===== config.mk =====
export PLATFORM = sky130hd
export DESIGN_NAME = dive_safety_stop_monitor_flat
export DESIGN_NICKNAME = d
export VERILOG_FILES = /design/src/hdl/dsm_pkg.sv /design/src/hdl/dsm_in_if.sv /design/src/hdl/dsm_out_if.sv /design/src/hdl/dive_safety_stop_monitor.sv /design/src/flat_wrapper.sv
export SDC_FILE = /design/constraint.sdc
export NUM_CORES = 1
export LEC_CHECK = 0
export BUFFER_PORTS_ARGS = -buffer_cell sky130_fd_sc_hd__buf_2
export CAP_MARGIN = 30
export CORE_UTILIZATION = 53
export CTS_BUF_LIST = sky130_fd_sc_hd__clkbuf_16
export DETAILED_ROUTE_END_ITERATION = 6
export PLACE_DENSITY = 0.72
export SLEW_MARGIN = 20
export SYNTH_ARGS = -nofsm -noshare
export SYNTH_HDL_FRONTEND = slang
export SYNTH_SLANG_ARGS = --single-unit

===== constraint.sdc =====
create_clock -name clk -period 4.7 [get_ports clk]
set_clock_uncertainty 0.15 [all_clocks]
set_input_delay 0.705 -clock clk [delete_from_list [all_inputs] [get_ports clk]]
set_output_delay 0.705 -clock clk [all_outputs]
set_load 0.02 [all_outputs]

===== src/hdl/dsm_pkg.sv =====
// Shared types and constants of the dive safety stop monitor.
// Used by the channel interfaces and the top level; no dependencies.
`default_nettype none

package dsm_pkg;

	// Field widths
	localparam int DEPTH_W   = 10;
	localparam int NSM_W     = 10;
	localparam int TICK_W    = 8;
	localparam int SEC_W     = 6;
	localparam int HOUR_W    = 8;
	localparam int STOPSEC_W = 10;

	// Configuration port
	localparam int APB_AW = 5;
	localparam int APB_DW = 32;

	// Register map, in word order
	typedef enum logic [2:0] {
		REG_TICKS_PER_SECOND    = 3'd0,
		REG_SAFETY_STOP_SECONDS = 3'd1,
		REG_REQUIRE_STOP_DEPTH  = 3'd2,
		REG_STOP_DEEP_LIMIT     = 3'd3,
		REG_STOP_SHALLOW_LIMIT  = 3'd4,
		REG_DIVE_START_DEPTH    = 3'd5,
		REG_ASCENT_LIMIT        = 3'd6,
		REG_START_IN_DIVE       = 3'd7
	} reg_idx_t;

	// Register reset values
	localparam logic [TICK_W-1:0]    RST_TICKS_PER_SECOND    = 8'd1;
	localparam logic [STOPSEC_W-1:0] RST_SAFETY_STOP_SECONDS = 10'd180;
	localparam logic [DEPTH_W-1:0]   RST_REQUIRE_STOP_DEPTH  = 10'd30;
	localparam logic [DEPTH_W-1:0]   RST_STOP_DEEP_LIMIT     = 10'd20;
	localparam logic [DEPTH_W-1:0]   RST_STOP_SHALLOW_LIMIT  = 10'd15;
	localparam logic [DEPTH_W-1:0]   RST_DIVE_START_DEPTH    = 10'd4;
	localparam logic [DEPTH_W-1:0]   RST_ASCENT_LIMIT        = 10'd1;
	localparam logic                 RST_START_IN_DIVE       = 1'b1;

	// Clock rollover points
	localparam logic [SEC_W-1:0]  SEC_PER_MIN = 6'd59;
	localparam logic [SEC_W-1:0]  MIN_PER_HR  = 6'd59;
	localparam logic [HOUR_W-1:0] HOUR_MAX    = 8'd255;

endpackage : dsm_pkg

`default_nettype wire


===== src/hdl/dsm_in_if.sv =====
// Sample channel: valid/ready handshake carrying one depth sample item.
// Depends on dsm_pkg for field widths.
`default_nettype none

interface dsm_in_if;
	logic                               valid;
	logic                               ready;
	logic        [dsm_pkg::DEPTH_W-1:0] depth_sample;
	logic signed [dsm_pkg::NSM_W-1:0]   no_stop_minutes;

	modport source (output valid, depth_sample, no_stop_minutes, input ready);
	modport sink   (input valid, depth_sample, no_stop_minutes, output ready);
endinterface : dsm_in_if

`default_nettype wire


===== src/hdl/dsm_out_if.sv =====
// Result channel: valid/ready handshake carrying one monitor status item.
// Depends on dsm_pkg for field widths.
`default_nettype none

interface dsm_out_if;
	logic                                valid;
	logic                                ready;
	logic                                diving;
	logic [dsm_pkg::DEPTH_W-1:0]         max_depth;
	logic [dsm_pkg::HOUR_W-1:0]          dive_hours;
	logic [dsm_pkg::SEC_W-1:0]           dive_minutes;
	logic [dsm_pkg::SEC_W-1:0]           dive_seconds;
	logic                                stop_required;
	logic                                stop_active;
	logic [dsm_pkg::STOPSEC_W-1:0]       stop_seconds_left;
	logic                                ascent_alarm;
	logic                                no_stop_alarm;
	logic                                buzzer_on;
	logic                                led_on;

	modport source (
		output valid, diving, max_depth, dive_hours, dive_minutes, dive_seconds,
		       stop_required, stop_active, stop_seconds_left, ascent_alarm,
		       no_stop_alarm, buzzer_on, led_on,
		input  ready
	);
	modport sink (
		input  valid, diving, max_depth, dive_hours, dive_minutes, dive_seconds,
		       stop_required, stop_active, stop_seconds_left, ascent_alarm,
		       no_stop_alarm, buzzer_on, led_on,
		output ready
	);
endinterface : dsm_out_if

`default_nettype wire


===== src/hdl/dive_safety_stop_monitor.sv =====
// Dive safety stop monitor top level: sample register, update logic, result register.
// Depends on dsm_pkg, dsm_in_if and dsm_out_if.
//
// Each sample item is one timer tick. While diving the tick first advances the
// dive clock (sub-second ticks, seconds, minutes, hours saturating at 255) and,
// on each whole second, counts the safety stop down while the previous depth
// lies inside the stop band; the new depth then updates maximum depth, the
// owed/active stop state and the ascent-rate and no-stop alarms. The block
// takes one item per clock while the result register is empty or taken: an item is
// loaded into the sample register at the accepting edge, the update runs in the
// single logic stage behind it, and the result is loaded into the result register
// as it frees. Both registers hold under back-pressure; the sample channel is refused
// only while both registers are full and the result is not being taken, so with a
// ready receiver items flow back to back. Settings are to be written through the
// APB port while no item is in flight; the block does not enforce this. The dive
// flag takes the reset value of start_in_dive and stays set until reset.
`default_nettype none

module dive_safety_stop_monitor (
	input  wire                                  clk,
	input  wire                                  arst_n,
	dsm_in_if.sink                               samples,
	dsm_out_if.source                            results,
	input  wire                                  psel,
	input  wire                                  penable,
	input  wire                                  pwrite,
	input  wire  [dsm_pkg::APB_AW-1:0]           paddr,
	input  wire  [dsm_pkg::APB_DW-1:0]           pwdata,
	output logic [dsm_pkg::APB_DW-1:0]           prdata,
	output logic                                 pready
);

	// Configuration registers
	logic [dsm_pkg::TICK_W-1:0]    tps_q;
	logic [dsm_pkg::STOPSEC_W-1:0] stop_len_q;
	logic [dsm_pkg::DEPTH_W-1:0]   req_depth_q;
	logic [dsm_pkg::DEPTH_W-1:0]   deep_lim_q;
	logic [dsm_pkg::DEPTH_W-1:0]   shallow_lim_q;
	logic [dsm_pkg::DEPTH_W-1:0]   start_depth_q;
	logic [dsm_pkg::DEPTH_W-1:0]   ascent_lim_q;
	logic                          start_in_dive_q;

	// Monitor state
	logic                          dive_q;
	logic [dsm_pkg::DEPTH_W-1:0]   last_depth_q;
	logic [dsm_pkg::DEPTH_W-1:0]   deepest_q;
	logic [dsm_pkg::TICK_W-1:0]    tick_q;
	logic [dsm_pkg::SEC_W-1:0]     sec_q;
	logic [dsm_pkg::SEC_W-1:0]     min_q;
	logic [dsm_pkg::HOUR_W-1:0]    hour_q;
	logic                          owe_q;
	logic                          in_stop_q;
	logic [dsm_pkg::STOPSEC_W-1:0] stop_left_q;
	logic                          ascent_q;
	logic                          nostop_q;

	// Next state
	logic                          dive_d;
	logic [dsm_pkg::DEPTH_W-1:0]   deepest_d;
	logic [dsm_pkg::TICK_W-1:0]    tick_d;
	logic [dsm_pkg::SEC_W-1:0]     sec_d;
	logic [dsm_pkg::SEC_W-1:0]     min_d;
	logic [dsm_pkg::HOUR_W-1:0]    hour_d;
	logic                          owe_d;
	logic                          in_stop_d;
	logic [dsm_pkg::STOPSEC_W-1:0] stop_left_d;
	logic                          ascent_d;
	logic                          nostop_d;
	logic                          apply;

	// Sample register
	logic                               valid_s1;
	logic        [dsm_pkg::DEPTH_W-1:0] depth_s1;
	logic signed [dsm_pkg::NSM_W-1:0]   nsm_s1;

	// Result register
	logic                          res_valid_q;

	logic                  advance;
	logic                  step;
	logic                  cfg_wr;
	dsm_pkg::reg_idx_t     reg_idx;

	assign pready  = 1'b1;
	assign reg_idx = dsm_pkg::reg_idx_t'(paddr[dsm_pkg::APB_AW-1:2]);
	assign cfg_wr  = psel && penable && pwrite && pready;

	// Register writes
	always_ff @(posedge clk or negedge arst_n) begin
		if (!arst_n) begin
			tps_q           <= dsm_pkg::RST_TICKS_PER_SECOND;
			stop_len_q      <= dsm_pkg::RST_SAFETY_STOP_SECONDS;
			req_depth_q     <= dsm_pkg::RST_REQUIRE_STOP_DEPTH;
			deep_lim_q      <= dsm_pkg::RST_STOP_DEEP_LIMIT;
			shallow_lim_q   <= dsm_pkg::RST_STOP_SHALLOW_LIMIT;
			start_depth_q   <= dsm_pkg::RST_DIVE_START_DEPTH;
			ascent_lim_q    <= dsm_pkg::RST_ASCENT_LIMIT;
			start_in_dive_q <= dsm_pkg::RST_START_IN_DIVE;
		end else if (cfg_wr) begin
			case (reg_idx)
				dsm_pkg::REG_TICKS_PER_SECOND:    tps_q <= pwdata[dsm_pkg::TICK_W-1:0];
				dsm_pkg::REG_SAFETY_STOP_SECONDS:
					stop_len_q <= pwdata[dsm_pkg::STOPSEC_W-1:0];
				dsm_pkg::REG_REQUIRE_STOP_DEPTH:  req_depth_q <= pwdata[dsm_pkg::DEPTH_W-1:0];
				dsm_pkg::REG_STOP_DEEP_LIMIT:     deep_lim_q <= pwdata[dsm_pkg::DEPTH_W-1:0];
				dsm_pkg::REG_STOP_SHALLOW_LIMIT:
					shallow_lim_q <= pwdata[dsm_pkg::DEPTH_W-1:0];
				dsm_pkg::REG_DIVE_START_DEPTH:
					start_depth_q <= pwdata[dsm_pkg::DEPTH_W-1:0];
				dsm_pkg::REG_ASCENT_LIMIT:        ascent_lim_q <= pwdata[dsm_pkg::DEPTH_W-1:0];
				dsm_pkg::REG_START_IN_DIVE:       start_in_dive_q <= pwdata[0];
				default: ;
			endcase
		end
	end

	// Register readback
	always_comb begin
		prdata = '0;
		case (reg_idx)
			dsm_pkg::REG_TICKS_PER_SECOND:    prdata[dsm_pkg::TICK_W-1:0] = tps_q;
			dsm_pkg::REG_SAFETY_STOP_SECONDS: prdata[dsm_pkg::STOPSEC_W-1:0] = stop_len_q;
			dsm_pkg::REG_REQUIRE_STOP_DEPTH:  prdata[dsm_pkg::DEPTH_W-1:0] = req_depth_q;
			dsm_pkg::REG_STOP_DEEP_LIMIT:     prdata[dsm_pkg::DEPTH_W-1:0] = deep_lim_q;
			dsm_pkg::REG_STOP_SHALLOW_LIMIT:  prdata[dsm_pkg::DEPTH_W-1:0] = shallow_lim_q;
			dsm_pkg::REG_DIVE_START_DEPTH:    prdata[dsm_pkg::DEPTH_W-1:0] = start_depth_q;
			dsm_pkg::REG_ASCENT_LIMIT:        prdata[dsm_pkg::DEPTH_W-1:0] = ascent_lim_q;
			dsm_pkg::REG_START_IN_DIVE:       prdata[0] = start_in_dive_q;
			default: ;
		endcase
	end

	// Handshake: the result register frees when empty or taken
	assign advance       = !res_valid_q || results.ready;
	assign step          = valid_s1 && advance;
	assign samples.ready = !valid_s1 || advance;

	// Sample register
	always_ff @(posedge clk or negedge arst_n) begin
		if (!arst_n) begin
			valid_s1 <= 1'b0;
		end else if (samples.ready) begin
			valid_s1 <= samples.valid;
		end
	end

	always_ff @(posedge clk) begin
		if (samples.valid && samples.ready) begin
			depth_s1 <= samples.depth_sample;
			nsm_s1   <= samples.no_stop_minutes;
		end
	end

	// Update logic for one tick
	always_comb begin
		dive_d      = dive_q;
		deepest_d   = deepest_q;
		tick_d      = tick_q;
		sec_d       = sec_q;
		min_d       = min_q;
		hour_d      = hour_q;
		owe_d       = owe_q;
		in_stop_d   = in_stop_q;
		stop_left_d = stop_left_q;
		ascent_d    = ascent_q;
		nostop_d    = nostop_q;
		apply       = 1'b1;

		// dive clock and stop countdown, from the previous depth
		if (dive_q) begin
			tick_d = tick_q + 1'b1;
			if (tick_d >= tps_q) begin
				tick_d = '0;
				if (sec_q >= dsm_pkg::SEC_PER_MIN) begin
					sec_d = '0;
					if (min_q >= dsm_pkg::MIN_PER_HR) begin
						min_d = '0;
						if (hour_q != dsm_pkg::HOUR_MAX)
							hour_d = hour_q + 1'b1;
					end else begin
						min_d = min_q + 1'b1;
					end
				end else begin
					sec_d = sec_q + 1'b1;
				end
				if (in_stop_q) begin
					if (last_depth_q <= deep_lim_q && last_depth_q >= shallow_lim_q &&
					    stop_left_q != '0)
						stop_left_d = stop_left_q - 1'b1;
					if (stop_left_d == '0)
						in_stop_d = 1'b0;
				end
			end
		end

		// surface mode: start a dive or only note the depth
		if (!dive_q) begin
			if (depth_s1 < start_depth_q) begin
				apply = 1'b0;
			end else begin
				dive_d    = 1'b1;
				sec_d     = '0;
				min_d     = '0;
				hour_d    = '0;
				deepest_d = depth_s1;
			end
		end

		// new sample: max depth, stop owed and started, alarms
		if (apply) begin
			if (depth_s1 > deepest_d)
				deepest_d = depth_s1;
			if (!owe_d && depth_s1 > req_depth_q)
				owe_d = 1'b1;
			if (owe_d && depth_s1 <= deep_lim_q) begin
				owe_d       = 1'b0;
				in_stop_d   = 1'b1;
				stop_left_d = stop_len_q;
			end
			ascent_d = (last_depth_q > depth_s1) &&
			           ((last_depth_q - depth_s1) > ascent_lim_q);
			nostop_d = (nsm_s1 == '0) || nsm_s1[dsm_pkg::NSM_W-1];
		end
	end

	// State commit
	always_ff @(posedge clk or negedge arst_n) begin
		if (!arst_n) begin
			dive_q       <= dsm_pkg::RST_START_IN_DIVE;
			last_depth_q <= '0;
			deepest_q    <= '0;
			tick_q       <= '0;
			sec_q        <= '0;
			min_q        <= '0;
			hour_q       <= '0;
			owe_q        <= 1'b0;
			in_stop_q    <= 1'b0;
			stop_left_q  <= '0;
			ascent_q     <= 1'b0;
			nostop_q     <= 1'b0;
		end else if (step) begin
			dive_q       <= dive_d;
			last_depth_q <= depth_s1;
			deepest_q    <= deepest_d;
			tick_q       <= tick_d;
			sec_q        <= sec_d;
			min_q        <= min_d;
			hour_q       <= hour_d;
			owe_q        <= owe_d;
			in_stop_q    <= in_stop_d;
			stop_left_q  <= stop_left_d;
			ascent_q     <= ascent_d;
			nostop_q     <= nostop_d;
		end
	end

	// Result register
	always_ff @(posedge clk or negedge arst_n) begin
		if (!arst_n) begin
			res_valid_q <= 1'b0;
		end else if (advance) begin
			res_valid_q <= valid_s1;
		end
	end

	always_ff @(posedge clk) begin
		if (step) begin
			results.diving            <= dive_d;
			results.max_depth         <= deepest_d;
			results.dive_hours        <= hour_d;
			results.dive_minutes      <= min_d;
			results.dive_seconds      <= sec_d;
			results.stop_required     <= owe_d;
			results.stop_active       <= in_stop_d;
			results.stop_seconds_left <= stop_left_d;
			results.ascent_alarm      <= ascent_d;
			results.no_stop_alarm     <= nostop_d;
			results.buzzer_on         <= ascent_d | nostop_d;
			results.led_on            <= nostop_d;
		end
	end

	assign results.valid = res_valid_q;

endmodule : dive_safety_stop_monitor

`default_nettype wire

===== src/flat_wrapper.sv =====
// flat-port wrapper written by rule: the top's interface ports become plain ports
module dive_safety_stop_monitor_flat 
  (clk, arst_n, psel, penable, pwrite, paddr, pwdata, prdata, pready, samples_valid, samples_depth_sample, samples_no_stop_minutes, samples_ready, results_valid, results_diving, results_max_depth, results_dive_hours, results_dive_minutes, results_dive_seconds, results_stop_required, results_stop_active, results_stop_seconds_left, results_ascent_alarm, results_no_stop_alarm, results_buzzer_on, results_led_on, results_ready);
  dsm_in_if samples_i ();
  dsm_out_if results_i ();
  input  wire clk;
  input  wire arst_n;
  input  wire psel;
  input  wire penable;
  input  wire pwrite;
  input  wire  [dsm_pkg::APB_AW-1:0] paddr;
  input  wire  [dsm_pkg::APB_DW-1:0] pwdata;
  output logic [dsm_pkg::APB_DW-1:0] prdata;
  output logic pready;
  input wire logic [$bits(samples_i.valid)-1:0] samples_valid;
  input wire logic [$bits(samples_i.depth_sample)-1:0] samples_depth_sample;
  input wire logic [$bits(samples_i.no_stop_minutes)-1:0] samples_no_stop_minutes;
  output wire logic [$bits(samples_i.ready)-1:0] samples_ready;
  output wire logic [$bits(results_i.valid)-1:0] results_valid;
  output wire logic [$bits(results_i.diving)-1:0] results_diving;
  output wire logic [$bits(results_i.max_depth)-1:0] results_max_depth;
  output wire logic [$bits(results_i.dive_hours)-1:0] results_dive_hours;
  output wire logic [$bits(results_i.dive_minutes)-1:0] results_dive_minutes;
  output wire logic [$bits(results_i.dive_seconds)-1:0] results_dive_seconds;
  output wire logic [$bits(results_i.stop_required)-1:0] results_stop_required;
  output wire logic [$bits(results_i.stop_active)-1:0] results_stop_active;
  output wire logic [$bits(results_i.stop_seconds_left)-1:0] results_stop_seconds_left;
  output wire logic [$bits(results_i.ascent_alarm)-1:0] results_ascent_alarm;
  output wire logic [$bits(results_i.no_stop_alarm)-1:0] results_no_stop_alarm;
  output wire logic [$bits(results_i.buzzer_on)-1:0] results_buzzer_on;
  output wire logic [$bits(results_i.led_on)-1:0] results_led_on;
  input wire logic [$bits(results_i.ready)-1:0] results_ready;
  assign samples_i.valid = samples_valid;
  assign samples_i.depth_sample = samples_depth_sample;
  assign samples_i.no_stop_minutes = samples_no_stop_minutes;
  assign samples_ready = samples_i.ready;
  assign results_valid = results_i.valid;
  assign results_diving = results_i.diving;
  assign results_max_depth = results_i.max_depth;
  assign results_dive_hours = results_i.dive_hours;
  assign results_dive_minutes = results_i.dive_minutes;
  assign results_dive_seconds = results_i.dive_seconds;
  assign results_stop_required = results_i.stop_required;
  assign results_stop_active = results_i.stop_active;
  assign results_stop_seconds_left = results_i.stop_seconds_left;
  assign results_ascent_alarm = results_i.ascent_alarm;
  assign results_no_stop_alarm = results_i.no_stop_alarm;
  assign results_buzzer_on = results_i.buzzer_on;
  assign results_led_on = results_i.led_on;
  assign results_i.ready = results_ready;
  dive_safety_stop_monitor u_core (.clk(clk), .arst_n(arst_n), .samples(samples_i), .results(results_i), .psel(psel), .penable(penable), .pwrite(pwrite), .paddr(paddr), .pwdata(pwdata), .prdata(prdata), .pready(pready));
endmodule

# --- Yosys cells after proc, flatten, opt, wreduce, memory -nomap -nowiden ---
# Index checks and enable logic that the tools add are counted.
word_totals:
  register_bits: 200
  input_bits: 64
classes:
  n_addsub: 6
  order_cmp: 11
  eq_ne: 8
  muxes: 49
  n_bitwise: 1
  n_reduce_logical: 28
op_table:
  columns: ["cell", "count"]
  rows:
  - ["$mux 10", 13]
  - ["$mux 6", 11]
  - ["$mux 8", 8]
  - ["$pmux 7 s7", 1]
  - ["$gt 10x10->1", 4]
  - ["$le 10x10->1", 2]
  - ["$logic_not 10->1", 2]
  - ["$reduce_and 2->1", 9]
  - ["$add 8x1->8 const B", 2]
  - ["$mux 1", 14]
  - ["$add 6x1->6 const B", 2]
  - ["$eq 3x3->1 const B", 4]
  - ["$ge 6x6->1 const B", 2]
  - ["$pmux 2 s6", 1]
  - ["$ge 10x10->1", 1]
  - ["$lt 10x10->1", 1]
  - ["$reduce_bool 10->1", 1]
  - ["$sub 10x1->10 const B", 1]
  - ["$sub 10x10->10", 1]
  - ["$logic_and 1x1->1", 9]
  - ["$ge 8x8->1", 1]
  - ["$ne 8x8->1 const B", 1]
  - ["$pmux 1 s8", 1]
  - ["$eq 3x2->1 const B", 2]
  - ["other kinds (5)", 9]

# --- Longest topological paths before layout ---
# Gate-level depths: netlist of the first run.
logic_depth:
  ltp_word: 14
  mapped_depth: 19
  depth_no_buf: 18

# --- Worst setup path after synthesis of the first run ---
# No wires, ideal clock.
synth_timing:
  path_kind: "flip-flop to flip-flop"
  from: "register u_core.depth_s1[5] in the netlist's numbering"
  to: "register u_core.results.max_depth[0] (data pin)"
  arrival_ps: 3551
  setup_slack_ps: 739
  stages_incl_launch_ff: 16
  n_path_buf: 2
  synth_period_minus_slack_ps: 3961
  path_cell_list: "edfxtp_1 > ha_1 > nand4_1 > o32ai_1 > o21ai_2 > nor2_1 > clkbuf_1 > mux2i_1 > ha_1 > a21o_1 > a21o_1 > a21oi_1 > o211ai_1 > a31o_2 > buf_2 > mux2_2"
synth_via:
  elab_chain_len: 6
synth_lines:
  columns: ["element", "line_no", "source"]
  rows:
  - ["start, declared", "dive_safety_stop_monitor.sv:73", "logic [dsm_pkg::DEPTH_W-1:0] depth_s1;"]
  - ["start signal, assigned", "dive_safety_stop_monitor.sv:149", "depth_s1 <= samples.depth_sample;"]
  - ["$lt 10x10->1", "dive_safety_stop_monitor.sv:198", "if (depth_s1 < start_depth_q) begin"]
  - ["$mux 10", "dive_safety_stop_monitor.sv:198", null]
  - ["$mux 10", "dive_safety_stop_monitor.sv:197", "if (!dive_q) begin"]
  - ["$gt 10x10->1", "dive_safety_stop_monitor.sv:211", "if (depth_s1 > deepest_d)"]
  - ["$mux 10", "dive_safety_stop_monitor.sv:211", null]
  - ["$mux 10 (*)", "dive_safety_stop_monitor.sv:210", "if (apply) begin"]
  - ["named net u_core.deepest_d (one bit)", "dive_safety_stop_monitor.sv:59", "logic [dsm_pkg::DEPTH_W-1:0] deepest_d;"]
  - ["end signal, assigned", "dive_safety_stop_monitor.sv:269", "results.max_depth <= deepest_d;"]
  - ["end, declared", "dsm_out_if.sv:22", "output valid, diving, max_depth, dive_hours, dive_minutes, dive_seconds,"]
# Mark *: on every way through the listed nets, which the timed path passes. The rest lies on a longest branch.
# A chain may end at the register's enable or synchronous reset.

# --- Worst setup path after layout of the first run ---
layout_timing:
  from: "register u_core.depth_s1[2] in the netlist's numbering"
  to: "register u_core.results.buzzer_on (data pin)"
layout_via:
  elab_chain_len: 5
layout_lines:
  columns: ["element", "line_no", "source"]
  rows:
  - ["$sub 10x10->10 / $lt 10x10->1 (equally long branches)", "dive_safety_stop_monitor.sv:221, dive_safety_stop_monitor.sv:198", null]
  - ["$gt 10x10->1 / $mux 1 (equally long branches)", "dive_safety_stop_monitor.sv:221, dive_safety_stop_monitor.sv:198", null]
  - ["$logic_and 1x1->1 / $mux 1 (equally long branches)", "dive_safety_stop_monitor.sv:220, dive_safety_stop_monitor.sv:197", null]
  - ["$mux 1", "dive_safety_stop_monitor.sv:210", null]
  - ["$or 1x1->1 (*)", "dive_safety_stop_monitor.sv:278", "results.buzzer_on <= ascent_d | nostop_d;"]
  - ["end signal, assigned", "dive_safety_stop_monitor.sv:278", null]
  - ["end, declared", "dsm_out_if.sv:24", "no_stop_alarm, buzzer_on, led_on,"]
# Every way passes the cells marked *; elsewhere a longest branch is shown, timed or not.

==> reports/qor.tcl, run 1 <==
set qor(flow.area_growth_from_synthesis_pct) 11.2
set qor(drc) 0
set qor(grt_setup_unrepaired) {false}
set qor(timing.fmax_mhz) 236
set qor(max_cap_violations) 0
set qor(worstReg2RegEnd) {u_core.results.buzzer_on}
set qor(period_share_pct) 90.0
set qor(timing.final.hold_violations) 0
set qor(grt_pass1_vias) 8571
set qor(cts_made_buffers) 17
set qor(power.share.combinational_pct) 33.9
set qor(vdd_ir_drop_max_v) 0.000255
set qor(setup.worst_path.class) {register to register}
set qor(clkTransAtPathRegs_ns) 0.07
set qor(startpoint_kind_of_the_worst_setup_timing_path) {register}
set qor(synth_async_reset_ratio_pct) 67.0
set qor(drt-vias-per-instance) 5.89
set qor(numPortBuffers) 98
set qor(postSynth.topFlopCell) {sky130_fd_sc_hd__dfrtp_1}
set qor(die_area_sq_um) 22900
set qor(power_density_nw_per_um2) 470
set qor(syn-instance-count) 1158
set qor(quantity_of_gates_resized_following_cts) 0
set qor(cts_post_setup_buffers_inserted) 0
set qor(p_seq_share_pct) 41.3
set qor(worstSetupEndpointType) {register}
set qor(pin_count_of_the_biggest_net_entering_global_routing) 77
set qor(setup_violations) 0
set qor(placed_cells_incl_taps) 1508
set qor(hp-class) {input port to async pin}
set qor(groute.usage.overall_pct) 26.3
set qor(r2r_setup_slack_ns) 0.47
set qor(leakage_uw) 0.00584
set qor(post_synth_instance_area_sq_um) 11800
set qor(globalRoute.totalOverflow) 0
set qor(dr.pass1.iters) 5
set qor(status) {finished clean}
set qor(number_of_enable_type_register_cells_in_the_synthesized_netlist) 66
set qor(clk_root_buffer_cell) {sky130_fd_sc_hd__clkbuf_16}
set qor(finalWeightedCongestion) 0.910
set qor(layout.filler_cells) 1843
set qor(clk_latency_ns) 0.44
set qor(power_switching_share_pct) 36.4
set qor(ff2ff_path_depth) 16
set qor(cts-htree-levels) 4
set qor(route.final.wire_length_um) 28900
set qor(ys.warnings.count) 0
set qor(final_tns_setup_ns) 0
set qor(placementRows) 54
set qor(wirelength_per_cell_um) 18.7
set qor(ys_seq_area_share_pct) 45.3
set qor(maxSlewViolCount) 0
set qor(crit_path_max_fanout) 8
set qor(top_level_ports) 146
set qor(timing_worst_slew_pin_value_ns) 0.956
set qor(timing.rr.start) {u_core.depth_s1[2]}
set qor(timing.max_slew.rel_slack_pct) 36.1
set qor(y_dimension_of_the_die_um) 151
set qor(area_of_the_placeable_core_sq_um) 21800
set qor(netlist-cell-type-count) 80
set qor(p_sw_uw) 2250
set qor(antenna_found_initial) 0
set qor(finalWorstPathRequiredPeriod_ns) 4.23
set qor(tritoncts) {built}
set qor(detail_route.iter0.violations) 623
set qor(grt_pass1_wl_um) 45600
set qor(floorplan.initialDensity_pct) 54.2
set qor(dieWidth_um) 151
set qor(postCtsHoldBufs) 0
set qor(antennaDiodeCount) 0
set qor(vias) 9074
set qor(worstPathArrival_ns) 4.27
set qor(ant_nets) 0
set qor(critPathRequiredTime_ns) 4.74
set qor(syn_area_per_cell_sq_um) 10.2
set qor(internal_power_uw) 3930
set qor(nets) 1405
set qor(clock_power_share_pct) 24.8
set qor(number_of_register_bits_inferred_by_synthesis) 200
set qor(fraction_of_final_layout_cells_sized_beyond_drive_strength_1_pct) 20.7
set qor(dp_hpwl_um) 20800
set qor(cts_buffer_depth) 2
set qor(cts_num_sinks) 200
set qor(final-instance-count-excl-fill) 1541
worst max-delay path, stage by stage (launching register included):
cell,delay [ns]
sky130_fd_sc_hd__edfxtp_1,0.60
sky130_fd_sc_hd__inv_1,0.11
sky130_fd_sc_hd__ha_1,0.38
sky130_fd_sc_hd__o21ai_0,0.13
sky130_fd_sc_hd__a21boi_0,0.15
sky130_fd_sc_hd__o21ai_0,0.26
sky130_fd_sc_hd__a21oi_1,0.13
sky130_fd_sc_hd__o21ai_0,0.21
sky130_fd_sc_hd__or4b_2,0.59
sky130_fd_sc_hd__o311ai_0,0.14
sky130_fd_sc_hd__ha_1,0.32
sky130_fd_sc_hd__a21oi_1,0.13
sky130_fd_sc_hd__o21ai_0,0.10
sky130_fd_sc_hd__nand3_1,0.11
sky130_fd_sc_hd__a21oi_1,0.05
sky130_fd_sc_hd__buf_4,0.16
sky130_fd_sc_hd__a211o_1,0.26
final cells by class:
type / instances / area (sq um) / share of cell area (%)
Tap cell: 280 / 350 / 2.67
Multi-Input combinational cell: 825 / 5820 / 44.3
Clock buffer: 17 / 425 / 3.24
Timing Repair Buffer: 121 / 686 / 5.22
Clock inverter: 15 / 186 / 1.42
Inverter: 83 / 313 / 2.38
Sequential cell: 200 / 5360 / 40.8
routing by layer:
| metal | GRT usage (%) | vias to the layer above | wire length, um |
|---|---|---|---|
| met5 | 0 | - | 0 |
| met2 | 43.1 | 288 | 14000 |
| met1 | 34.8 | 4404 | 12500 |
| met4 | 11.3 | 0 | 938 |
| met3 | 3.77 | 60 | 1410 |
| li1 | - | 4322 | - |
layout by cell type, fill, tap and decap left out, types with 5 or more instances in the layout:
| cell | count |
|---|---|
| sky130_fd_sc_hd__dfrtp_1 | 115 |
| sky130_fd_sc_hd__nand2_1 | 110 |
| sky130_fd_sc_hd__buf_2 | 97 |
| sky130_fd_sc_hd__o21ai_0 | 93 |
| sky130_fd_sc_hd__ha_1 | 92 |
| sky130_fd_sc_hd__inv_1 | 81 |
| sky130_fd_sc_hd__nor2_1 | 72 |
| sky130_fd_sc_hd__edfxtp_1 | 66 |
| sky130_fd_sc_hd__a21oi_1 | 61 |
| sky130_fd_sc_hd__mux2_2 | 61 |
| sky130_fd_sc_hd__nand3_1 | 34 |
| sky130_fd_sc_hd__nand4_1 | 30 |
| sky130_fd_sc_hd__conb_1 | 23 |
| sky130_fd_sc_hd__mux2i_1 | 22 |
| sky130_fd_sc_hd__buf_4 | 21 |
| sky130_fd_sc_hd__dfstp_2 | 19 |
| sky130_fd_sc_hd__xor2_1 | 17 |
| sky130_fd_sc_hd__a21o_1 | 17 |
| sky130_fd_sc_hd__clkbuf_16 | 17 |
| sky130_fd_sc_hd__nand2b_1 | 15 |
| sky130_fd_sc_hd__nor2b_1 | 13 |
| sky130_fd_sc_hd__xnor2_1 | 11 |
| sky130_fd_sc_hd__o31ai_1 | 11 |
| sky130_fd_sc_hd__nor3_1 | 9 |
| sky130_fd_sc_hd__or4_1 | 8 |
| sky130_fd_sc_hd__or3_1 | 8 |
| sky130_fd_sc_hd__o21a_1 | 7 |
| sky130_fd_sc_hd__a31oi_1 | 6 |
| sky130_fd_sc_hd__and3_1 | 5 |
| sky130_fd_sc_hd__mux4_2 | 5 |
| sky130_fd_sc_hd__a211oi_1 | 5 |
| sky130_fd_sc_hd__o32ai_1 | 5 |
| sky130_fd_sc_hd__o211ai_1 | 5 |
logic make-up (layout without fill, tap and decap cells):
logic type                 after synthesis  count (layout)  synth area share (%)
AOI/OAI and AO/OA                      258             258                  13.7
xor gates and xnor gates                28              28                  2.08
adders and majority gates               93              93                  9.91
buffers and inverters                  154             236                  6.10
DFF                                    200             200                  45.3
muxes                                   89              89                  8.72
other                                    2              23                0.0635
and+or+nand+nor                        334             334                  14.1
sequential cells by signal, indices dropped and copies added (netlist names), 6 cells and up:
name and count:
u_core.nsm_s1 10, u_core.start_depth_q 10, u_core.results.dive_minutes 6, u_core.results.dive_hours 8, u_core.deepest_q 10, u_core.tick_q 8, u_core.hour_q 8, u_core.results.max_depth 10
u_core.depth_s1 10, u_core.deep_lim_q 10, u_core.results.stop_seconds_left 10, u_core.results.dive_seconds 6, u_core.shallow_lim_q 10, u_core.stop_left_q 10, u_core.tps_q 8, u_core.min_q 6
u_core.ascent_lim_q 10, u_core.last_depth_q 10, u_core.stop_len_q 10, u_core.sec_q 6, u_core.req_depth_q 10
cells in the mapped netlist, types with 6 or more instances:
| master | count | area, sq um |
|---|---|---|
| sky130_fd_sc_hd__a21o_1 | 17 | 128 |
| sky130_fd_sc_hd__a21oi_1 | 61 | 305 |
| sky130_fd_sc_hd__a31oi_1 | 6 | 37.5 |
| sky130_fd_sc_hd__buf_2 | 8 | 40.0 |
| sky130_fd_sc_hd__buf_4 | 27 | 203 |
| sky130_fd_sc_hd__clkbuf_1 | 28 | 105 |
| sky130_fd_sc_hd__dfrtp_1 | 115 | 2880 |
| sky130_fd_sc_hd__dfstp_2 | 19 | 499 |
| sky130_fd_sc_hd__edfxtp_1 | 66 | 1980 |
| sky130_fd_sc_hd__ha_1 | 92 | 1150 |
| sky130_fd_sc_hd__inv_1 | 82 | 308 |
| sky130_fd_sc_hd__mux2_2 | 61 | 687 |
| sky130_fd_sc_hd__mux2i_1 | 22 | 220 |
| sky130_fd_sc_hd__nand2_1 | 110 | 413 |
| sky130_fd_sc_hd__nand2b_1 | 15 | 93.8 |
| sky130_fd_sc_hd__nand3_1 | 34 | 170 |
| sky130_fd_sc_hd__nand4_1 | 30 | 188 |
| sky130_fd_sc_hd__nor2_1 | 73 | 274 |
| sky130_fd_sc_hd__nor2b_1 | 13 | 81.3 |
| sky130_fd_sc_hd__nor3_1 | 9 | 45.0 |
| sky130_fd_sc_hd__o21a_1 | 7 | 52.6 |
| sky130_fd_sc_hd__o21ai_0 | 94 | 470 |
| sky130_fd_sc_hd__o31ai_1 | 11 | 82.6 |
| sky130_fd_sc_hd__or3_1 | 8 | 50.1 |
| sky130_fd_sc_hd__or4_1 | 8 | 60.1 |
| sky130_fd_sc_hd__xnor2_1 | 11 | 96.3 |
| sky130_fd_sc_hd__xor2_1 | 17 | 149 |
stage by stage:
step	area (sq um)	util [%]	hold slack, ns	worst slack [ns]	total power (uW)
2_1_floorplan	11900	-	0.259	0.739	4070
3_3_place_gp	12500	57.4	0.316	0.588	4550
3_5_place_dp	12500	57.4	0.327	0.545	4630
4_1_cts	13100	60.2	0.198	0.513	6180
5_1_grt	13100	60.2	0.240	0.208	6550
6_report	13100	60.2	0.156	0.469	6180
worst max path at each step:
stage / startpoint / end / slack (ns) / cells past startpoint
after floorplan: u_core.depth_s1[5] / u_core.results.max_depth[0] / 0.74 / 15
after global placement: u_core.depth_s1[2] / u_core.deepest_q[9] / 0.59 / 15
after detailed placement: u_core.depth_s1[2] / u_core.results.buzzer_on / 0.55 / 16
after CTS: u_core.depth_s1[2] / u_core.results.buzzer_on / 0.51 / 16
after global routing: u_core.depth_s1[2] / u_core.results.buzzer_on / 0.21 / 17
final: u_core.depth_s1[2] / u_core.results.buzzer_on / 0.47 / 16
power groups by stage:
stage	Clock, uW	Combinational, uW	Sequential [uW]
floorplan	0	1530	2540
global placement	0	1990	2560
detailed placement	0	2060	2570
CTS	1550	2090	2540
global route	1620	2340	2590
finish	1530	2100	2550
Note: power is estimated with default switching activity, not from simulation.
==> inputs of run 2 (changes only) <==
--- a/config.mk
+++ b/config.mk
@@ -10,7 +10,7 @@
 export CORE_UTILIZATION = 53
 export CTS_BUF_LIST = sky130_fd_sc_hd__clkbuf_16
 export DETAILED_ROUTE_END_ITERATION = 6
-export PLACE_DENSITY = 0.72
+export PLACE_DENSITY_LB_ADDON = 0.1
 export SLEW_MARGIN = 20
 export SYNTH_ARGS = -nofsm -noshare
 export SYNTH_HDL_FRONTEND = slang
==> run 2 against run 1 <==
Compared with the run above:
- highest routed layer is now met5
- clock-buffer cell count is the same
- cell area grew 0.11%
- routed wire length grew 0.94%
- utilization grew 0.063 points
- largest power group unchanged
- combinational power shrank 2%
- via count shrank 0.84%
==> reports/qor.tcl, run 2 (synthesized netlist as in run 1, its figures left out) <==
set qor(final-instance-count-excl-fill) 1543
set qor(floorplan.initialDensity_pct) 54.2
set qor(quantity_of_gates_resized_following_cts) 0
set qor(dp_hpwl_um) 21200
set qor(placed_cells_incl_taps) 1510
set qor(hp-class) {input port to async pin}
set qor(maxSlewViolCount) 0
set qor(worst_path_dominant_cell_family) {compound AO/OA/AOI/OAI gates}
set qor(antenna_found_initial) 1
set qor(max_cap_violations) 0
set qor(clkTransAtPathRegs_ns) 0.09
set qor(ant_nets) 0
set qor(finalHoldWorstSlack_ns) 0.0982
set qor(cts_buffer_depth) 2
set qor(timing_worst_slew_pin_value_ns) 0.981
set qor(pin_count_of_the_biggest_net_entering_global_routing) 62
set qor(dr.pass1.iters) 5
set qor(final_common_cell) {sky130_fd_sc_hd__dfrtp_1}
set qor(grt_pass1_vias) 8386
set qor(placementRows) 54
set qor(leakage_uw) 0.00585
set qor(cp_slowest_cell) {sky130_fd_sc_hd__edfxtp_1}
set qor(timing.max_slew.rel_slack_pct) 34.4
set qor(setup_violations) 0
set qor(y_dimension_of_the_die_um) 151
set qor(finalWorstPathRequiredPeriod_ns) 4.45
set qor(most-common-layout-cells) {115 x sky130_fd_sc_hd__dfrtp_1, 110 x sky130_fd_sc_hd__nand2_1, 97 x sky130_fd_sc_hd__buf_2}
set qor(buffers_and_inverters_on_the_worst_path) 1
set qor(top_level_ports) 146
set qor(antennaDiodeCount) 0
set qor(drt-vias-per-instance) 5.83
set qor(numPortBuffers) 98
set qor(cts-htree-levels) 4
set qor(postCtsHoldBufs) 0
set qor(detail_route.iter0.violations) 444
set qor(grt_setup_unrepaired) {false}
set qor(route.final.wire_length_um) 29100
set qor(drc) 0
set qor(finalWeightedCongestion) 0.877
set qor(period_share_pct) 94.7
set qor(clk_root_buffer_cell) {sky130_fd_sc_hd__clkbuf_16}
set qor(groute.usage.overall_pct) 26.6
set qor(cts_made_buffers) 17
set qor(final_tns_setup_ns) 0
set qor(ff2ff_path_depth) 15
set qor(power_density_nw_per_um2) 466
set qor(timing.final.hold_violations) 0
set qor(critPathMaxStageDelay_ns) 0.60
set qor(r2r_setup_slack_ns) 0.25
set qor(status) {finished clean}
set qor(die_area_sq_um) 22900
set qor(nets) 1407
set qor(grt_pass1_wl_um) 45700
set qor(tritoncts) {built}
set qor(worstSetupEndpointType) {register}
set qor(timing.rr.start) {u_core.depth_s1[2]}
set qor(timing.fmax_mhz) 225
set qor(clk_latency_ns) 0.45
set qor(wirelength_per_cell_um) 18.9
set qor(setup.worst_path.class) {register to register}
set qor(startpoint_kind_of_the_worst_setup_timing_path) {register}
set qor(flow.area_growth_from_synthesis_pct) 11.3
set qor(cts_post_setup_buffers_inserted) 0
set qor(critPathRequiredTime_ns) 4.88
set qor(critical_path_depth) 15
set qor(fraction_of_final_layout_cells_sized_beyond_drive_strength_1_pct) 20.8
set qor(vias) 8998
set qor(worstPathCellList) {ha_1, nor2_1, o32ai_1, o21ai_2, nor2_2, buf_4, mux2i_1, ha_1, a21o_1, a21o_1, a21oi_1, o211ai_1, a31o_2, and2_1, mux2_2}
set qor(vdd_ir_drop_max_v) 0.000328
set qor(crit_path_max_fanout) 11
set qor(worstReg2RegEnd) {u_core.deepest_q[6]}
set qor(dieWidth_um) 151
set qor(worstPathArrival_ns) 4.63
set qor(cts_num_sinks) 200
set qor(area_of_the_placeable_core_sq_um) 21800
set qor(globalRoute.totalOverflow) 0
## run 2: changes by cell type in the layout (fill, tap and decap cells not counted), sizes merged
cell / previous run / this run
buf: 121 / 123
bufinv: 2 / 0
clkinv: 6 / 8
clkinvlp: 1 / 0
inv: 89 / 90
## run 2: how the worst max path moves through the flow
stage | start | endpoint | slack, ns
finish | u_core.depth_s1[2] | u_core.deepest_q[6] | 0.25
global route | u_core.depth_s1[1] | u_core.results.buzzer_on | 0.007
CTS | u_core.depth_s1[2] | u_core.deepest_q[6] | 0.24
detailed placement | u_core.depth_s1[2] | u_core.deepest_q[5] | 0.33
global placement | u_core.depth_s1[1] | u_core.results.buzzer_on | 0.41
floorplan | u_core.depth_s1[5] | u_core.results.max_depth[0] | 0.74
## run 2: layout make-up
class	instances	area, sq um
fillers	1859	8670
clock inverters	15	194
repair buffers	123	692
inverters	83	313
well taps	280	350
multi-input cells	825	5820
flip-flops and latches	200	5360
clock buffers	17	425
## run 2: where the power goes
group          switching (uW)  total [uW]  leakage, uW  internal, uW
Clock                     790        1520     0.000300           733
Combinational            1180        2060      0.00333           878
Sequential                327        2550      0.00223          2230
## run 2: worst register-to-register path, stage by stage (launching register included)
cell and delay (ns):
sky130_fd_sc_hd__edfxtp_1 0.60, sky130_fd_sc_hd__ha_1 0.38, sky130_fd_sc_hd__nor2_1 0.04, sky130_fd_sc_hd__o32ai_1 0.48, sky130_fd_sc_hd__o21ai_2 0.24, sky130_fd_sc_hd__nor2_2 0.15
sky130_fd_sc_hd__buf_4 0.25, sky130_fd_sc_hd__mux2i_1 0.24, sky130_fd_sc_hd__ha_1 0.28, sky130_fd_sc_hd__a21o_1 0.18, sky130_fd_sc_hd__a21o_1 0.18, sky130_fd_sc_hd__a21oi_1 0.17
sky130_fd_sc_hd__o211ai_1 0.10, sky130_fd_sc_hd__a31o_2 0.25, sky130_fd_sc_hd__and2_1 0.31, sky130_fd_sc_hd__mux2_2 0.35
## run 2: stage by stage
stage	worst slack, ns	power (uW)	util [%]	instance area, sq um
after floorplan	0.739	4070	-	11900
after global placement	0.412	4550	57.3	12500
after detailed placement	0.328	4630	57.4	12500
after CTS	0.238	6160	60.3	13100
after global routing	0.00737	6530	60.3	13200
final	0.250	6140	60.3	13200
## run 2: metal layers
metal | GRT usage (%) | part of all wire (%)
met1 | 34.4 | 44
met5 | 0 | 0.041
met2 | 44.2 | 48
met3 | 4.55 | 4.7
met4 | 10.4 | 3.1
==> inputs of run 3 (changes only) <==
--- a/config.mk
+++ b/config.mk
@@ -5,11 +5,14 @@
 export SDC_FILE = /design/constraint.sdc
 export NUM_CORES = 1
 export LEC_CHECK = 0
+export ABC_CLOCK_PERIOD_IN_PS = 4700
 export BUFFER_PORTS_ARGS = -buffer_cell sky130_fd_sc_hd__buf_2
 export CAP_MARGIN = 30
+export CORE_MARGIN = 4
 export CORE_UTILIZATION = 53
 export CTS_BUF_LIST = sky130_fd_sc_hd__clkbuf_16
 export DETAILED_ROUTE_END_ITERATION = 6
+export MAX_ROUTING_LAYER = met4
 export PLACE_DENSITY_LB_ADDON = 0.1
 export SLEW_MARGIN = 20
 export SYNTH_ARGS = -nofsm -noshare
==> run 3 against run 2 <==
Compared with the run above:
- largest cell class unchanged
- clock power barely moved
- maximum frequency rose by 2.5%
- power rose by 0.36%
- utilization rose by 0.10 points
- critical endpoint is now u_core.results.buzzer_on
- sequential power barely moved
- sequential share of layout area fell by 0.19 points
==> reports/qor.tcl, run 3 (synthesized netlist as in run 1, its figures left out) <==
set qor(floorplan.initialDensity_pct) 54.0
set qor(globalRoute.totalOverflow) 0
set qor(nets) 1411
set qor(ff2ff_path_depth) 17
set qor(dr.pass1.iters) 5
set qor(route.final.wire_length_um) 29100
set qor(final-instance-count-excl-fill) 1548
set qor(final_tns_setup_ns) 0
set qor(numPortBuffers) 98
set qor(crit_start) {u_core.depth_s1[1]}
set qor(hold_path_end) {u_core.depth_s1[3]}
set qor(crit_path_max_fanout) 3
set qor(worstPathCellList) {inv_1, ha_1, nor2b_1, o21ai_0, a21boi_0, o21ai_0, a21oi_1, o21ai_0, or4b_2, o311ai_0, ha_1, nand4_1, nor2_1, a31oi_1, nand3_1, a21oi_2, a211o_1}
set qor(cp_slowest_cell) {sky130_fd_sc_hd__or4b_2}
set qor(timing.final.hold_violations) 0
set qor(critPathMaxStageDelay_ns) 0.60
set qor(max_cap_violations) 0
set qor(maxSlewViolCount) 0
set qor(vias) 8892
set qor(fraction_of_final_layout_cells_sized_beyond_drive_strength_1_pct) 21.1
set qor(power_density_nw_per_um2) 466
set qor(pin_count_of_the_biggest_net_entering_global_routing) 97
set qor(drc) 0
set qor(worstReg2RegEnd) {u_core.results.buzzer_on}
set qor(timing.rr.start) {u_core.depth_s1[1]}
set qor(area_of_the_placeable_core_sq_um) 21900
set qor(finalWeightedCongestion) 0.866
set qor(postPlaceCellArea_sq_um) 12500
set qor(dp_hpwl_um) 21300
set qor(drt-vias-per-instance) 5.74
set qor(antenna_found_initial) 1
set qor(postLayoutCellArea_sq_um) 13200
set qor(timing.max_slew.rel_slack_pct) 40.1
set qor(dieWidth_um) 157
set qor(worstPathArrival_ns) 4.52
set qor(y_dimension_of_the_die_um) 157
set qor(r2r_setup_slack_ns) 0.36
set qor(timing.fmax_mhz) 230
set qor(worst_slack_ns) 0.359
set qor(groute.usage.overall_pct) 24.6
set qor(top_level_ports) 146
set qor(grt_pass1_vias) 8522
set qor(timing.critical_path.mode_cell) {sky130_fd_sc_hd__o21ai_0}
set qor(cts-htree-levels) 4
set qor(status) {finished clean}
set qor(period_share_pct) 92.4
set qor(setup_violations) 0
set qor(number_of_cells_on_the_worst_hold_path) 1
set qor(placed_cells_incl_taps) 1512
set qor(flow.area_growth_from_synthesis_pct) 11.9
set qor(hp-class) {input port to register}
set qor(cts_num_sinks) 200
set qor(setup.worst_path.class) {register to register}
set qor(grt_setup_unrepaired) {false}
set qor(clk_latency_ns) 0.45
set qor(clk_root_buffer_cell) {sky130_fd_sc_hd__clkbuf_16}
set qor(most-common-layout-cells) {115 x sky130_fd_sc_hd__dfrtp_1, 110 x sky130_fd_sc_hd__nand2_1, 97 x sky130_fd_sc_hd__buf_2}
set qor(final_common_cell) {sky130_fd_sc_hd__dfrtp_1}
set qor(timing_worst_slew_pin_value_ns) 0.896
set qor(ant_nets) 0
set qor(finalWorstPathRequiredPeriod_ns) 4.34
set qor(placementRows) 54
set qor(wirelength_per_cell_um) 18.8
set qor(cts_buffer_depth) 2
set qor(tritoncts) {built}
set qor(worstSetupEndpointType) {register}
set qor(critPathRequiredTime_ns) 4.88
set qor(post-layout-total-power_uw) 6160
set qor(die_area_sq_um) 24700
set qor(clkTransAtPathRegs_ns) 0.08
set qor(hold_path.startpoint) {samples_depth_sample[3]}
set qor(cts_made_buffers) 17
set qor(place_ws_ns) 0.354
set qor(grt_pass1_wl_um) 45600
set qor(detail_route.iter0.violations) 496
set qor(startpoint_kind_of_the_worst_setup_timing_path) {register}
set qor(leakage_uw) 0.00587
set qor(vdd_ir_drop_max_v) 0.000226
## run 3: changes by cell type in the layout (fill, tap and decap cells not counted), sizes merged
cell and delta:
bufinv +1, buf +3, diode +1, dlygate4sd3 +1
clkinvlp +2, inv -3
## run 3: final cells by class
cell class	instances	area (sq um)
multi-input cells	825	5830
fillers	1899	8670
diodes	1	2.50
well taps	280	350
clock inverters	15	205
inverters	83	313
clock buffers	17	425
flip-flops and latches	200	5360
repair buffers	127	737
## run 3: worst max-delay path by stage
stage                                  endpoint  slack, ns
floorplan           u_core.results.max_depth[0]       0.74
global placement       u_core.results.buzzer_on       0.40
detailed placement     u_core.results.buzzer_on       0.35
CTS                    u_core.results.buzzer_on       0.31
global route           u_core.results.buzzer_on       0.08
finish                 u_core.results.buzzer_on       0.36
## run 3: repair_timing
| action | in CTS | in global routing |
|---|---|---|
| buffers inserted | 0 | 0 |
| endpoints found under the hold margin | 0 | 18 |
| endpoints found under the setup margin | 0 | 3 |
| gates resized for setup | 0 | 1 |
| hold buffers | 0 | 1 |
## run 3: metrics by stage
stage / hold slack (ns) / utilization, %
floorplan: 0.259 / -
global placement: 0.317 / 57.3
detailed placement: 0.335 / 57.3
CTS: 0.255 / 60.2
global route: 0.251 / 60.4
finish: 0.276 / 60.4
## run 3: metal layers
| metal | GRT usage, % | vias to the layer above | wire, um |
|---|---|---|---|
| li1 | - | 4331 | - |
| met1 | 32.7 | 4295 | 13100 |
| met2 | 38.6 | 221 | 13800 |
| met3 | 3.63 | 45 | 1230 |
| met4 | 9.22 | 0 | 940 |
| met5 | - | - | 0 |
## run 3: power by group
| part | switching (uW) | internal [uW] |
|---|---|---|
| Sequential | 326 | 2230 |
| Combinational | 1180 | 890 |
| Clock | 763 | 774 |
## run 3: critical path, delay by kind of cell (launching register included)
kind | cells | cell delay, ns
buf+inv | 1 | 0.14
fa+ha+maj | 2 | 0.63
simple gates | 5 | 1.03
flops | 1 | 0.48
compound gates | 9 | 1.80
